`src/hdl/smd_pkg.sv`:
```
// Shared types, opcodes and lookup functions for the seven-segment display driver.
`default_nettype none

package smd_pkg;

  localparam int DIGIT_COUNT = 4;
  localparam int IN_DATA_W   = 40;
  localparam int IN_USER_W   = 3;
  localparam int OUT_DATA_W  = 16;
  localparam int NUM_W       = 16;

  typedef enum logic [2:0] {
    OP_SET_DIGIT   = 3'd0,
    OP_TIME        = 3'd1,
    OP_NUMBER      = 3'd2,
    OP_SET_POINT   = 3'd3,
    OP_CLEAR_POINT = 3'd4,
    OP_BLANK_DIGIT = 3'd5,
    OP_BLANK_ALL   = 3'd6,
    OP_REFRESH     = 3'd7
  } op_t;

  typedef struct packed {
    logic exec;      // an input item is transferred this cycle
    logic div_step;  // run one step of the decimal split
  } smd_cmd_t;

  typedef struct packed {
    logic out_space; // the output register can take a result this cycle
    logic div_last;  // the current decimal split step is the final one
  } smd_stat_t;

  localparam logic [7:0] BLANK_BYTE = 8'hFF;

  // Active-low segment byte for a decimal digit; anything above nine is blank.
  function automatic logic [7:0] glyph(input logic [3:0] d);
    logic [7:0] g;
    unique case (d)
      4'd0:    g = 8'hC0;
      4'd1:    g = 8'hF9;
      4'd2:    g = 8'hA4;
      4'd3:    g = 8'hB0;
      4'd4:    g = 8'h99;
      4'd5:    g = 8'h92;
      4'd6:    g = 8'h82;
      4'd7:    g = 8'hF8;
      4'd8:    g = 8'h80;
      4'd9:    g = 8'h90;
      default: g = BLANK_BYTE;
    endcase
    return g;
  endfunction

  // k times the place weight of a split step: 10000, 1000, 100, 10.
  function automatic logic [16:0] step_multiple(input logic [1:0] step, input int k);
    logic [16:0] m;
    unique case (step)
      2'd0: m = 17'(10000 * k);
      2'd1: m = 17'(1000 * k);
      2'd2: m = 17'(100 * k);
      2'd3: m = 17'(10 * k);
    endcase
    return m;
  endfunction

  // Tens digit of a value below 64.
  function automatic logic [2:0] tens_of(input logic [5:0] v);
    logic [2:0] t;
    t = 3'd0;
    for (int k = 1; k <= 6; k++) begin
      if (v >= 6'(10 * k)) begin
        t = 3'(k);
      end
    end
    return t;
  endfunction

  function automatic logic [3:0] ones_of(input logic [5:0] v);
    logic [5:0] base;
    base = {3'b000, tens_of(v)} * 6'd10;
    return 4'(v - base);
  endfunction

endpackage

`default_nettype wire

```
`src/hdl/smd_ctrl.sv`:
```
// Controller: input handshake and the sequencing of the multi-cycle number command.
`default_nettype none

module smd_ctrl import smd_pkg::*; (
  input  wire logic           clk,
  input  wire logic           rst_n,
  input  wire logic           in_tvalid,
  input  wire logic [2:0]     op,
  output logic                in_tready,
  input  wire smd_stat_t      stat,
  output smd_cmd_t            cmd
);

  typedef enum logic [1:0] {
    ST_IDLE = 2'b01,
    ST_DIV  = 2'b10
  } state_t;

  state_t state_r, state_nxt;
  logic   accept;

  // A refresh tick needs room in the output register; commands do not.
  assign in_tready = (state_r == ST_IDLE) &&
                     ((op_t'(op) != OP_REFRESH) || stat.out_space);
  assign accept    = in_tvalid && in_tready;

  assign cmd.exec     = accept;
  assign cmd.div_step = (state_r == ST_DIV);

  always_comb begin
    state_nxt = state_r;
    unique case (state_r)
      ST_IDLE: begin
        if (accept && (op_t'(op) == OP_NUMBER)) begin
          state_nxt = ST_DIV;
        end
      end
      ST_DIV: begin
        if (stat.div_last) begin
          state_nxt = ST_IDLE;
        end
      end
      default: state_nxt = ST_IDLE;
    endcase
  end

  always_ff @(posedge clk) begin
    if (!rst_n) begin
      state_r <= ST_IDLE;
    end else begin
      state_r <= state_nxt;
    end
  end

endmodule

`default_nettype wire

```
`src/hdl/smd_datapath.sv`:
```
// Datapath: digit store, scan index, decimal split unit and output register.
`default_nettype none

module smd_datapath import smd_pkg::*; (
  input  wire logic                  clk,
  input  wire logic                  rst_n,
  input  wire smd_cmd_t              cmd,
  output smd_stat_t                  stat,
  input  wire logic [2:0]            op,
  input  wire logic [IN_DATA_W-1:0]  in_data,
  input  wire logic                  out_tready,
  output logic                       out_tvalid,
  output logic [OUT_DATA_W-1:0]      out_data
);

  logic [3:0]       digit_value;
  logic [2:0]       position;
  logic [4:0]       hours;
  logic [5:0]       minutes;
  logic [NUM_W-1:0] number;

  assign digit_value = in_data[3:0];
  assign position    = in_data[6:4];
  assign hours       = in_data[11:7];
  assign minutes     = in_data[17:12];
  assign number      = in_data[33:18];

  // Each byte is kept as seven segment bits and a point bit, so the point
  // commands need no read of the store.
  logic [6:0]       seg_r [DIGIT_COUNT];
  logic [6:0]       seg_nxt [DIGIT_COUNT];
  logic             pt_r [DIGIT_COUNT];
  logic             pt_nxt [DIGIT_COUNT];
  logic [1:0]       scan_r, scan_nxt;
  logic [NUM_W-1:0] rem_r, rem_nxt;
  logic [1:0]       step_r, step_nxt;
  logic [3:0]       dig_r [2];
  logic [3:0]       dig_nxt [2];
  logic             out_valid_r, out_valid_nxt;
  logic [7:0]       out_seg_r, out_seg_nxt;
  logic [3:0]       out_sel_r, out_sel_nxt;

  logic [3:0]  q;
  logic [16:0] sub;
  logic        pos_ok;
  logic [1:0]  idx;
  logic [7:0]  g [DIGIT_COUNT];

  assign pos_ok = (position[2] == 1'b0);
  assign idx    = position[1:0];

  assign stat.out_space = !out_valid_r || out_tready;
  assign stat.div_last  = (step_r == 2'd3);

  assign out_tvalid = out_valid_r;
  assign out_data   = {4'b0000, out_sel_r, out_seg_r};

  // One quotient digit per step: compare against the nine multiples of the
  // place weight and take the largest one that fits.
  always_comb begin
    q   = 4'd0;
    sub = 17'd0;
    for (int k = 1; k <= 9; k++) begin
      if ({1'b0, rem_r} >= step_multiple(step_r, k)) begin
        q   = 4'(k);
        sub = step_multiple(step_r, k);
      end
    end
  end

  always_comb begin
    seg_nxt       = seg_r;
    pt_nxt        = pt_r;
    scan_nxt      = scan_r;
    rem_nxt       = rem_r;
    step_nxt      = step_r;
    dig_nxt       = dig_r;
    out_valid_nxt = out_valid_r && !out_tready;
    out_seg_nxt   = out_seg_r;
    out_sel_nxt   = out_sel_r;
    for (int i = 0; i < DIGIT_COUNT; i++) begin
      g[i] = BLANK_BYTE;
    end

    if (cmd.div_step) begin
      rem_nxt  = rem_r - sub[NUM_W-1:0];
      step_nxt = step_r + 2'd1;
      unique case (step_r)
        2'd1:    dig_nxt[0] = q;
        2'd2:    dig_nxt[1] = q;
        default: ;
      endcase
      if (step_r == 2'd3) begin
        g[0] = glyph(dig_r[0]);
        g[1] = glyph(dig_r[1]);
        g[2] = glyph(q);
        g[3] = glyph(rem_nxt[3:0]);
        for (int i = 0; i < DIGIT_COUNT; i++) begin
          seg_nxt[i] = g[i][6:0];
          pt_nxt[i]  = g[i][7];
        end
      end
    end

    if (cmd.exec) begin
      unique case (op_t'(op))
        OP_SET_DIGIT: begin
          if (pos_ok && (digit_value <= 4'd9)) begin
            g[0]         = glyph(digit_value);
            seg_nxt[idx] = g[0][6:0];
            pt_nxt[idx]  = g[0][7];
          end
        end
        OP_TIME: begin
          g[0] = glyph({1'b0, tens_of({1'b0, hours})});
          g[1] = glyph(ones_of({1'b0, hours}));
          g[2] = glyph({1'b0, tens_of(minutes)});
          g[3] = glyph(ones_of(minutes));
          for (int i = 0; i < DIGIT_COUNT; i++) begin
            seg_nxt[i] = g[i][6:0];
            pt_nxt[i]  = g[i][7];
          end
        end
        OP_NUMBER: begin
          rem_nxt  = number;
          step_nxt = 2'd0;
        end
        OP_SET_POINT: begin
          if (pos_ok) begin
            pt_nxt[idx] = 1'b0;
          end
        end
        OP_CLEAR_POINT: begin
          if (pos_ok) begin
            pt_nxt[idx] = 1'b1;
          end
        end
        OP_BLANK_DIGIT: begin
          if (pos_ok) begin
            seg_nxt[idx] = BLANK_BYTE[6:0];
            pt_nxt[idx]  = BLANK_BYTE[7];
          end
        end
        OP_BLANK_ALL: begin
          for (int i = 0; i < DIGIT_COUNT; i++) begin
            seg_nxt[i] = BLANK_BYTE[6:0];
            pt_nxt[i]  = BLANK_BYTE[7];
          end
        end
        OP_REFRESH: begin
          // The scan index moves first, then the new digit is shown.
          scan_nxt      = scan_r + 2'd1;
          out_valid_nxt = 1'b1;
          out_seg_nxt   = {pt_r[scan_nxt], seg_r[scan_nxt]};
          out_sel_nxt   = ~(4'b0001 << scan_nxt);
        end
        default: ;
      endcase
    end
  end

  always_ff @(posedge clk) begin
    if (!rst_n) begin
      for (int i = 0; i < DIGIT_COUNT; i++) begin
        seg_r[i] <= 7'd0;
        pt_r[i]  <= 1'b0;
      end
      scan_r      <= 2'd0;
      step_r      <= 2'd0;
      out_valid_r <= 1'b0;
    end else begin
      seg_r       <= seg_nxt;
      pt_r        <= pt_nxt;
      scan_r      <= scan_nxt;
      step_r      <= step_nxt;
      out_valid_r <= out_valid_nxt;
    end
  end

  always_ff @(posedge clk) begin
    rem_r     <= rem_nxt;
    dig_r     <= dig_nxt;
    out_seg_r <= out_seg_nxt;
    out_sel_r <= out_sel_nxt;
  end

endmodule

`default_nettype wire

```
`src/hdl/seven_segment_mux_display.sv`:
```
// Top level of the four-digit multiplexed seven-segment display driver.
//
//   Channel | Direction | Ports                          | Payload
//   --------+-----------+--------------------------------+----------------------------------
//   in_     | input     | in_tvalid/in_tready            | tuser: op; tdata: digit, time, number
//   out_    | output    | out_tvalid/out_tready          | tdata: segments, digit_select
//
// Every command except the number command completes with its transfer; the number
// command is transferred and then runs the steps of the decimal split unit, which
// produces one digit per cycle, and no input is taken meanwhile.
// A refresh tick puts one result into the output register; the tick is held
// off while that register is full and not being drained, and while a number is split.
// Reset is synchronous, active low, and clears the store to all segments lit.
`default_nettype none

module seven_segment_mux_display import smd_pkg::*; (
  input  wire logic                  clk,
  input  wire logic                  rst_n,
  input  wire logic                  in_tvalid,
  output logic                       in_tready,
  input  wire logic [IN_USER_W-1:0]  in_tuser,   // [2:0] op
  // [3:0] digit_value, [6:4] position, [11:7] hours, [17:12] minutes,
  // [33:18] number, [39:34] zero
  input  wire logic [IN_DATA_W-1:0]  in_tdata,
  output logic                       out_tvalid,
  input  wire logic                  out_tready,
  output logic [OUT_DATA_W-1:0]      out_tdata   // [7:0] segments, [11:8] digit_select
);

  smd_cmd_t  cmd;
  smd_stat_t stat;

  smd_ctrl u_ctrl (
    .clk       (clk),
    .rst_n     (rst_n),
    .in_tvalid (in_tvalid),
    .op        (in_tuser),
    .in_tready (in_tready),
    .stat      (stat),
    .cmd       (cmd)
  );

  smd_datapath u_datapath (
    .clk        (clk),
    .rst_n      (rst_n),
    .cmd        (cmd),
    .stat       (stat),
    .op         (in_tuser),
    .in_data    (in_tdata),
    .out_tready (out_tready),
    .out_tvalid (out_tvalid),
    .out_data   (out_tdata)
  );

endmodule

`default_nettype wire

```
`config.mk`:
```
export PLATFORM = sky130hd
export DESIGN_NAME = seven_segment_mux_display
export DESIGN_NICKNAME = d
export VERILOG_FILES = /design/src/hdl/smd_pkg.sv /design/src/hdl/smd_ctrl.sv /design/src/hdl/smd_datapath.sv /design/src/hdl/seven_segment_mux_display.sv
export SDC_FILE = /design/constraint.sdc
export NUM_CORES = 1
export LEC_CHECK = 0
export ABC_AREA = 1
export BUFFER_PORTS_ARGS = -buffer_cell sky130_fd_sc_hd__buf_2
export CORE_MARGIN = 5
export CORE_UTILIZATION = 63
export CTS_BUF_LIST = sky130_fd_sc_hd__clkbuf_16
export CTS_CLUSTER_SIZE = 12
export DETAILED_ROUTE_END_ITERATION = 12
export GPL_TIMING_DRIVEN = 1
export PLACE_DENSITY_LB_ADDON = 0.1
export REMOVE_ABC_BUFFERS = 1
export SLEW_MARGIN = 20
export SYNTH_ARGS = -nofsm -noshare
export SYNTH_HDL_FRONTEND = slang
export SYNTH_SLANG_ARGS = --single-unit
```
`constraint.sdc`:
```
create_clock -name clk -period 6.5 [get_ports clk]
set_clock_uncertainty 0.15 [all_clocks]
set_input_delay 0.325 -clock clk [delete_from_list [all_inputs] [get_ports clk]]
set_output_delay 0.325 -clock clk [all_outputs]
set_load 0.05 [all_outputs]
```
==> flow_summary.html <==
<table>
<tr><th>Metric</th><th>Value</th></tr>
<tr><th colspan="2">Timing</th></tr>
<tr><td>Final min period</td><td>5.89 ns</td></tr>
<tr><td>Final Slew Violations</td><td>0</td></tr>
<tr><td>Setup tns final</td><td>0 ns</td></tr>
<tr><td>Post-route clock period utilization</td><td>90.7%</td></tr>
<tr><td>Final setup margin</td><td>0.605 ns</td></tr>
<tr><td>Max Freq</td><td>170 MHz</td></tr>
<tr><td>Final count of hold timing violations</td><td>0</td></tr>
<tr><td>Transition time of the tightest slew-check pin</td><td>0.966 ns</td></tr>
<tr><td>Worst max-slew margin expressed relative to the limit</td><td>35.1%</td></tr>
<tr><td>Final setup fails</td><td>0</td></tr>
<tr><td>Setup repair after global routing missed its margin</td><td>no</td></tr>
<tr><th colspan="2">GRT</th></tr>
<tr><td>Via count of the first global-routing pass</td><td>9566</td></tr>
<tr><td>Maximum number of pins on one net before global-route repair</td><td>30</td></tr>
<tr><td>First-pass GRT wire length</td><td>48700 um</td></tr>
<tr><td>Total routing usage reported by global routing</td><td>32.9%</td></tr>
<tr><td>Initial antenna violation count</td><td>0</td></tr>
<tr><td>GRT Residual Overflow</td><td>0</td></tr>
<tr><th colspan="2">Power and ir drop</th></tr>
<tr><td>Reported leakage power</td><td>5.34 nW</td></tr>
<tr><td>Clock power frac</td><td>20.2%</td></tr>
<tr><td>Pwr/cell area</td><td>241 mW/mm^2</td></tr>
<tr><td>Sequential power share</td><td>27.0%</td></tr>
<tr><td>Internal Dissipation</td><td>1.36 mW</td></tr>
<tr><td>Combinational share of power</td><td>52.7%</td></tr>
<tr><td>Switching component of the power</td><td>1.21 mW</td></tr>
<tr><td>Worst-case vdd ir drop</td><td>0.000204 V</td></tr>
<tr><td>Switching Share</td><td>47.0%</td></tr>
<tr><th colspan="2">Synthesis</th></tr>
<tr><td>Flip-flop and latch count after synthesis</td><td>89</td></tr>
<tr><td>Most instantiated cells after synthesis</td><td>nand2_1, inv_1, o21ai_0</td></tr>
<tr><td>Cell area after synthesis</td><td>0.00986 sq mm</td></tr>
<tr><td>Most instantiated library cell after synthesis</td><td>nand2_1</td></tr>
<tr><td>Share of synthesized flip-flops with an asynchronous set or reset</td><td>0%</td></tr>
<tr><td>Syn Area/Cell</td><td>6.41 sq um</td></tr>
<tr><td>EDFF count, synth</td><td>21</td></tr>
<tr><td>Top-area cell type share of the netlist area</td><td>15.9%</td></tr>
<tr><td>Share of synthesized area occupied by flip-flops and latches</td><td>20.2%</td></tr>
<tr><td>Most instantiated flip-flop cell in the synthesis netlist</td><td>dfxtp_1</td></tr>
<tr><td>Cell type with the largest total area after synthesis</td><td>ha_1</td></tr>
<tr><td>Syn Inst Count</td><td>1537</td></tr>
<tr><td>Count of unique library cells instantiated by Yosys</td><td>53</td></tr>
<tr><td>Ranking of synthesized cells by area</td><td>ha_1, dfxtp_1, nand2_1</td></tr>
<tr><td>Total of warnings raised by yosys</td><td>0</td></tr>
<tr><th colspan="2">Setup path</th></tr>
<tr><td>Arrival time of data at the critical path endpoint</td><td>5.97 ns</td></tr>
<tr><td>Nature of the critical path endpoint</td><td>flop</td></tr>
<tr><td>Capturing instance or port of the critical path</td><td>u_datapath.seg_r[5]</td></tr>
<tr><td>Max stage delay cell, worst path</td><td>dfxtp_1</td></tr>
<tr><td>Data required time of the critical path</td><td>6.58 ns</td></tr>
<tr><td>Most numerous cell on the critical path</td><td>nand2_1</td></tr>
<tr><td>Destination of the worst register-to-register timing path</td><td>u_datapath.seg_r[5]</td></tr>
<tr><td>Max stage delay on crit path</td><td>0.40 ns</td></tr>
<tr><td>Number of cell instances on the worst register-to-register path</td><td>38</td></tr>
<tr><td>CP Max Fanout</td><td>8</td></tr>
<tr><td>Worst setup slack for register-to-register paths</td><td>0.61 ns</td></tr>
<tr><td>Startpoint class of the critical path</td><td>flop</td></tr>
<tr><td>Reg-to-Reg Start</td><td>u_datapath.step_r[0]</td></tr>
<tr><td>Crit path launch</td><td>u_datapath.step_r[0]</td></tr>
<tr><td>Type of the setup path with the least slack</td><td>flop to flop</td></tr>
<tr><th colspan="2">Floorplan</th></tr>
<tr><td>Placement Rows</td><td>45</td></tr>
<tr><td>DIE AREA</td><td>0.0183 sq mm</td></tr>
<tr><td>Std-Cell Core Area</td><td>0.0153 sq mm</td></tr>
<tr><td>Initial Utilization</td><td>64.6%</td></tr>
<tr><td>Die width</td><td>135 um</td></tr>
<tr><td>Ports</td><td>65</td></tr>
<tr><td>Vertical die dimension</td><td>135 um</td></tr>
<tr><th colspan="2">Routing</th></tr>
<tr><td>TritonRoute pass-1 iters</td><td>8</td></tr>
<tr><td>DR iter-0 viols</td><td>1620</td></tr>
<tr><td>Via density</td><td>6.05</td></tr>
<tr><td>Total via count in the routed design</td><td>10890</td></tr>
<tr><td>Total routed wirelength</td><td>30700 um</td></tr>
<tr><td>Total DRC errors in the routed layout</td><td>0</td></tr>
<tr><td>Average routed wire per standard cell</td><td>17.1 um</td></tr>
<tr><td>DRT antenna net count</td><td>0</td></tr>
<tr><th colspan="2">Finish</th></tr>
<tr><td>Area Overhead vs Synth</td><td>8.16%</td></tr>
<tr><td>Number of fill cells in the layout</td><td>1381</td></tr>
<tr><td>Net count of the finished layout</td><td>1759</td></tr>
<tr><td>Number of diodes added for antenna fixing</td><td>0</td></tr>
<tr><td>Design Area, Final</td><td>0.0107 sq mm</td></tr>
<tr><td>Fraction of layout cells with a size suffix above 1</td><td>8.75%</td></tr>
<tr><th colspan="2">Placed design</th></tr>
<tr><td>Port buffer count</td><td>54</td></tr>
<tr><td>Post-place instance area</td><td>0.0104 sq mm</td></tr>
<tr><td>Worst slack at placement</td><td>0.736 ns</td></tr>
<tr><td>Routability Congestion</td><td>1.00</td></tr>
<tr><td>DP HPWL</td><td>23500 um</td></tr>
<tr><th colspan="2">Clock network</th></tr>
<tr><td>Clock Tree Root</td><td>clkbuf_16</td></tr>
<tr><td>Clk slew on worst S/H paths</td><td>0.06 ns</td></tr>
<tr><td>TritonCTS Buffers</td><td>9</td></tr>
<tr><td>TritonCTS clock tree</td><td>yes</td></tr>
<tr><td>CTS hold repair buffers</td><td>0</td></tr>
<tr><td>H-tree depth reported by CTS</td><td>3</td></tr>
<tr><td>Cts repair resizes</td><td>0</td></tr>
<tr><td>Clock latency on the worst-skew pair</td><td>0.36 ns</td></tr>
<tr><td>Clock sink count</td><td>89</td></tr>
<tr><td>Max Buffers Root-to-Sink</td><td>2</td></tr>
<tr><td># Post-CTS Setup Buffers</td><td>0</td></tr>
<tr><th colspan="2">Status</th></tr>
<tr><td>Run status</td><td>completed</td></tr>
<tr><th colspan="2">Hold path</th></tr>
<tr><td>Path type of the worst min-delay path</td><td>primary input to flop</td></tr>
<tr><th colspan="2">Job</th></tr>
<tr><td>Number of maximum-capacitance violations</td><td>0</td></tr>
</table>
-- through the flow --
| step | util (%) | hold WS, ns | instances | power (mW) |
|---|---|---|---|---|
| after floorplan | - | 0.264 | 1501 | 1.64 |
| after global placement | 68.0 | 0.333 | 1784 | 1.98 |
| after detailed placement | 68.0 | 0.346 | 1784 | 2.00 |
| after global routing | 69.9 | 0.0380 | 1800 | 2.75 |
| after CTS | 69.9 | 0.0290 | 1800 | 2.52 |
| final | 69.9 | 0.0309 | 1800 | 2.57 |
-- routing by layer --
layer	global-route usage (%)	up-vias	part of all wire [%]
met5	0	-	0
met4	7.73	0	2.1
met3	9.43	74	14
met2	46.4	649	40
met1	49.3	4855	45
li1	-	5312	-
-- power by group through the flow --
stage               combinational (mW)  sequential (mW)  clock, mW
finish                            1.36            0.695      0.521
global placement                  1.28            0.702          0
global route                      1.51            0.698      0.543
detailed placement                1.30            0.702          0
CTS                               1.31            0.689      0.522
floorplan                        0.969            0.671          0
-- area by class of cell --
| cell class | count | area [sq um] | area share [%] |
|---|---|---|---|
| inverters | 216 | 811 | 7.60 |
| well taps | 211 | 264 | 2.48 |
| multi-input cells | 1196 | 6900 | 64.7 |
| clock buffers | 10 | 250 | 2.35 |
| flip-flops and latches | 89 | 1990 | 18.7 |
| repair buffers | 72 | 405 | 3.80 |
| clock inverters | 6 | 37.5 | 0.352 |
-- worst max-delay path: cells and delay by family (launching register included) --
| family | cells | cell delay, ns |
|---|---|---|
| DFF | 1 | 0.40 |
| AOI/OAI and AO/OA | 7 | 1.03 |
| xor gates and xnor gates | 1 | 0.20 |
| adders and majority gates | 4 | 1.27 |
| and+or+nand+nor | 18 | 1.60 |
| buffers and inverters | 8 | 1.09 |
-- worst min path at each step --
stage / from / end / slack, ns / cells after the start
2_1_floorplan: rst_n / u_ctrl.state_r[0] / 0.26 / 1
3_3_place_gp: u_datapath.seg_r[9] / u_datapath.seg_r[9] / 0.33 / 2
3_5_place_dp: u_datapath.seg_r[9] / u_datapath.seg_r[9] / 0.35 / 2
4_1_cts: in_tdata[23] / u_datapath.rem_r[5] / 0.03 / 3
5_1_grt: in_tdata[23] / u_datapath.rem_r[5] / 0.04 / 3
6_report: in_tdata[23] / u_datapath.rem_r[5] / 0.03 / 3
-- layout by cell type (no fill, tap or decap), drive strengths merged, types with 16 or more instances in the layout --
cell    netlist  layout
nand2       334     334
inv         213     219
o21ai       198     198
nor2        146     146
a21oi       128     128
ha          125     125
buf           7      72
dfxtp        68      68
nand3        64      64
nor3         27      27
a31oi        22      22
edfxtp       21      21
nand4        19      19
or2          16      16
-- cells by family after synthesis --
family          count (synthesis)  share of synthesized area, %
compound gates                431                          24.8
fa+ha+maj                     128                          16.5
simple gates                  616                          26.8
flops                          89                          20.2
other cells                     1                        0.0380
xor+xnor                        9                         0.876
buf+inv                       255                          9.96
mux                             8                         0.812
Power figures use the tool's default switching activity.
